--- config.mk ---
export PLATFORM = sky130hd
export DESIGN_NAME = tli_ram
export DESIGN_NICKNAME = d
export VERILOG_FILES = /design/src/hdl/tli_ram.sv
export SDC_FILE = /design/constraint.sdc
export NUM_CORES = 2
export LEC_CHECK = 0
export BUFFER_PORTS_ARGS = -buffer_cell sky130_fd_sc_hd__clkbuf_2
export CAP_MARGIN = 20
export CORE_MARGIN = 4
export CORE_UTILIZATION = 55
export DETAILED_ROUTE_END_ITERATION = 6
export PLACE_DENSITY = 0.72
export SYNTH_ARGS = -nofsm -noshare
export SYNTH_HDL_FRONTEND = slang
export SYNTH_SLANG_ARGS = --single-unit
--- constraint.sdc ---
create_clock -name clk -period 10.6 [get_ports clk]
set_input_delay 3.18 -clock clk [delete_from_list [all_inputs] [get_ports clk]]
set_output_delay 3.18 -clock clk [all_outputs]
set_load 0.03 [all_outputs]
--- src/hdl/tli_ram.sv ---
// Generic single write port, single read port RAM with registered read.
// No dependencies.
`default_nettype none

module tli_ram #(
  parameter int WIDTH = 32,
  parameter int DEPTH = 64
) (
  input  logic                     clk,
  input  logic                     we,
  input  logic [$clog2(DEPTH)-1:0] waddr,
  input  logic [WIDTH-1:0]         wdata,
  input  logic                     re,
  input  logic [$clog2(DEPTH)-1:0] raddr,
  output logic [WIDTH-1:0]         rdata
);

  logic [WIDTH-1:0] mem_r [DEPTH];

  always_ff @(posedge clk) begin
    if (we) begin
      mem_r[waddr] <= wdata;
    end
    if (re) begin
      rdata <= mem_r[raddr];
    end
  end

endmodule

`default_nettype wire

# Word-level counts from Yosys, hierarchy flattened
# Memories as Yosys holds them, arrays and structs flattened. A register that Yosys moved wholly into a read port is not among the register bits.
# Cells that the tools add are included.
totals:
  memories: 1
  output_inout_bits: 32
  register_bits: 0
  word_cells: 3
  ram_bits: 2048
op_classes:
  muxes: 2
memory_table:
  columns: ["name", "depth", "word_bits", "rd", "rd_ports_with_merged_regs", "write_ports", "line_no", "rtl"]
  rows:
  - ["mem_r", 64, 32, 1, 1, 1, "18", "logic [WIDTH-1:0] mem_r [DEPTH];"]
ops:
  columns: ["op", "count"]
  rows:
  - ["two-way mux 1 bit", 2]

# Logic depth before layout (Yosys ltp)
depth:
  ltp_word: 2
  mapped_depth: 10
  mapped_depth_nobuf: 5

# Worst setup path before layout
# No wires, ideal clock.
synth_path:
  path_kind: "input port to flip-flop"
  start: "input port waddr[3]"
  end: "memory mem_r[48][0], enable pin"
  setup_slack_ns: 4.260
  stages: 4
  arrival_time_ns: 5.879
  setup_ns: 0.461
  path_cell_list: "clkbuf_1 -> nor2b_1 -> nand4b_1 -> nor3_1"
synth_rtl:
  columns: ["element", "line_no", "rtl"]
  rows:
  - ["start: declaration", "11", "input logic [$clog2(DEPTH)-1:0] waddr,"]
  - ["end: declaration", "18", null]
# No word-level cell before the write port.

==> reports/results.tsv <==
metric	value	unit
wire length of the first global-routing pass	279300	um
synthesized flop and latch total	2080	
Slowest-stage cell, CP	buf_4	
clk_skew	23.25	ps
CP Depth	8	
Worst EP required	11130	ps
Die W	386.6	um
cell leakage power	0.02743	uW
post-route ant nets	0	
Pwr Density	186.8	mW/mm^2
hold buffer count at CTS	0	
most numerous cell in the Yosys netlist	edfxtp_1	
TritonCTS clock tree	built	
Post-synth EDFFs	2080	
kind of critical path	input port to flop	
DIE AREA	0.1495	sq mm
Port Buffers	78	
Post-Route Setup TNS	0	ps
Slowest Stage Delay on Critical Path	730	ps
gr ovfl total	0	
TritonCTS Buffers	195	
Worst Hold Class	flop to flop	
worst reg2reg path startpoint	mem_r[23][1]	
crit share post-route	57.96	%
wire length on met2	93510	um
number of global-route vias before repair	37420	
syn_area_per_cell	23.72	sq um
CP arrival	6680	ps
Max-Cap Viols	0	
worst-skew pair later-pin latency	830	ps
routed wl met3	25270	um
Max VDD drop	0.1671	mV
Mapped Area	0.07884	sq mm
routed via count	37430	
Worst Path Max Fanout	56	
endpoints failing hold	0	
initial antenna violation count	28	
routed length on met1	71230	um
R2R cell count	4	
Yosys Warn Count	0	
initial DRC count	5998	
Post-CTS Setup Bufs	0	
largest net degree at the start of global routing	106	
total wire length	196000	um
family with the most delay on the worst path	buffers and inverters	
CP Capture Type	flop	
post_cts resized	0	
CP endpoint	rdata[20]	
IO Pins	79	
top layer in use	met5	
outcome	complete, no violations	
unrepaired setup endpoints after global routing	false	
Die H	386.6	um
slew of the pin with the lowest slew margin	1192	ps
endpoints failing setup	0	
Root Driver	clkbuf_16	
Critical Path Source Type	input port	
WL per Instance	34.94	um
row count	138	
Area contributors post-synth	edfxtp_1 79%, mux4_2 16%, mux2i_1 1.2%, o22ai_1 0.67%, nor2_1 0.65%	
synth cell count leaders	2080 x edfxtp_1, 544 x mux4_2, 137 x nor2_1	
CTS Sinks	2080	
initial core utilization	55.54	%
maximum clock rate	162.8	MHz
drt drc	0	
area leader, netlist	edfxtp_1	
Tot Pwr	16540	uW
crit-path cells	buf_8 -> buf_4 -> buf_4 -> mux4_2 -> mux2i_1 -> nor2_1 -> o32ai_1 -> nor3_1	
Pins Over Slew Limit	0	
HPWL Detailed	100800	um
Worst Path Buf+Inv	3	
min Tclk post-route	6144	ps
clock-pin slew on the worst setup and hold paths	60	ps
GPL Wtd Cong	0.7792	
R2R setup slack	7960	ps
Hold Crit Depth	4	
post-synth top area share	79.23	%
Primary FF master, synth	edfxtp_1	
nets	3596	
max_slew headroom	20.54	%
Synth cell types	33	
cell mode on critical path	buf_4	
Synth async-reset ratio	0	%
Reg-to-Reg End	rdata[1]	
Seq/Total Area, Yosys	79.23	%
H-tree Lvls	4	
gr usage total	26.36	%
share of layout cells above drive strength 1	29.27	%
Syn Nets	3371	
Post-Syn Instances	3324	
CP startpoint	raddr[0]	
DR pass1 iterations	5	
area grow syn2layout	12.28	%
Longest Clk Path Bufs	3	
core area	0.1419	sq mm
via-per-instance ratio	6.671	
-- report_power, final --
group          total [uW]  internal [uW]  switching (uW)
clock network        6560           3620            2940
logic                 826            306             519
registers            9150           9120            29.0
total               16500          13000            3490
-- placed cells by master (no fill, tap or decap), drive strengths merged, types with 10 or more instances in the layout --
| cell | count |
|---|---|
| inv | 10 |
| edfxtp | 2080 |
| o22ai | 84 |
| a21oi | 62 |
| o221ai | 27 |
| diode | 14 |
| nor2 | 137 |
| clkinv | 85 |
| buf | 136 |
| mux2i | 93 |
| nor2b | 15 |
| clkbuf | 318 |
| a22oi | 12 |
| nand2 | 26 |
| mux4 | 544 |
-- kinds of logic after synthesis --
kind of cell | Yosys count | synth area share, %
AO/OA/AOI/OAI | 202 | 1.666
multiplexers | 637 | 16.72
flip-flops | 2080 | 79.23
buffers and inverters | 182 | 1.124
AND/OR/NAND/NOR | 223 | 1.260
-- routing by layer --
| layer | GRT usage [%] | vias to the layer above |
|---|---|---|
| met2 | 40.00 | 2466 |
| met5 | 0 | - |
| met4 | 8.517 | 16 |
| met1 | 37.82 | 19840 |
| met3 | 7.403 | 345 |
| li1 | - | 14760 |
-- registers in the layout, summed over array words and instances, names as in the netlist --
name	flops
mem_r	2048
rdata	32
-- worst reg2reg max path, delay by kind of cell (launching register included) --
family / cells / cell delay, ps
compound gates: 1 / 720
simple gates: 1 / 260
flops: 1 / 360
mux: 2 / 960
-- metrics by stage --
step | cells | util (%) | setup WS (ps) | instance area, sq um | hold slack [ps]
after floorplan | 3324 | - | 4260 | 78840 | 750.2
after global placement | 5223 | 57.88 | 3709 | 82150 | 810.1
after detailed placement | 5225 | 57.91 | 3726 | 82190 | 812.1
after CTS | 5580 | 62.08 | 4529 | 88120 | 831.3
after global routing | 5603 | 62.35 | 4307 | 88490 | 847.3
final | 5611 | 62.36 | 4456 | 88510 | 826.2
-- area by class of cell --
class                   instances  area, sq um
diodes                         14        35.03
clock buffers                 244         5127
clock inverters               111        794.5
fillers                      9279        53420
multi-input cells            1062        15970
flip-flops and latches       2080        62460
well taps                    1890         2365
repair buffers                210         1762
-- how the worst min path moves through the flow --
stage	start	endpoint	slack [ps]
after floorplan	mem_r[12][17]	rdata[17]	750
after CTS	mem_r[12][8]	rdata[8]	830
after global routing	mem_r[12][17]	rdata[17]	850
after global placement	mem_r[12][17]	rdata[17]	810
after detailed placement	mem_r[28][20]	rdata[20]	810
final	mem_r[12][8]	rdata[8]	830
Note: power is estimated with default switching activity, not from simulation.
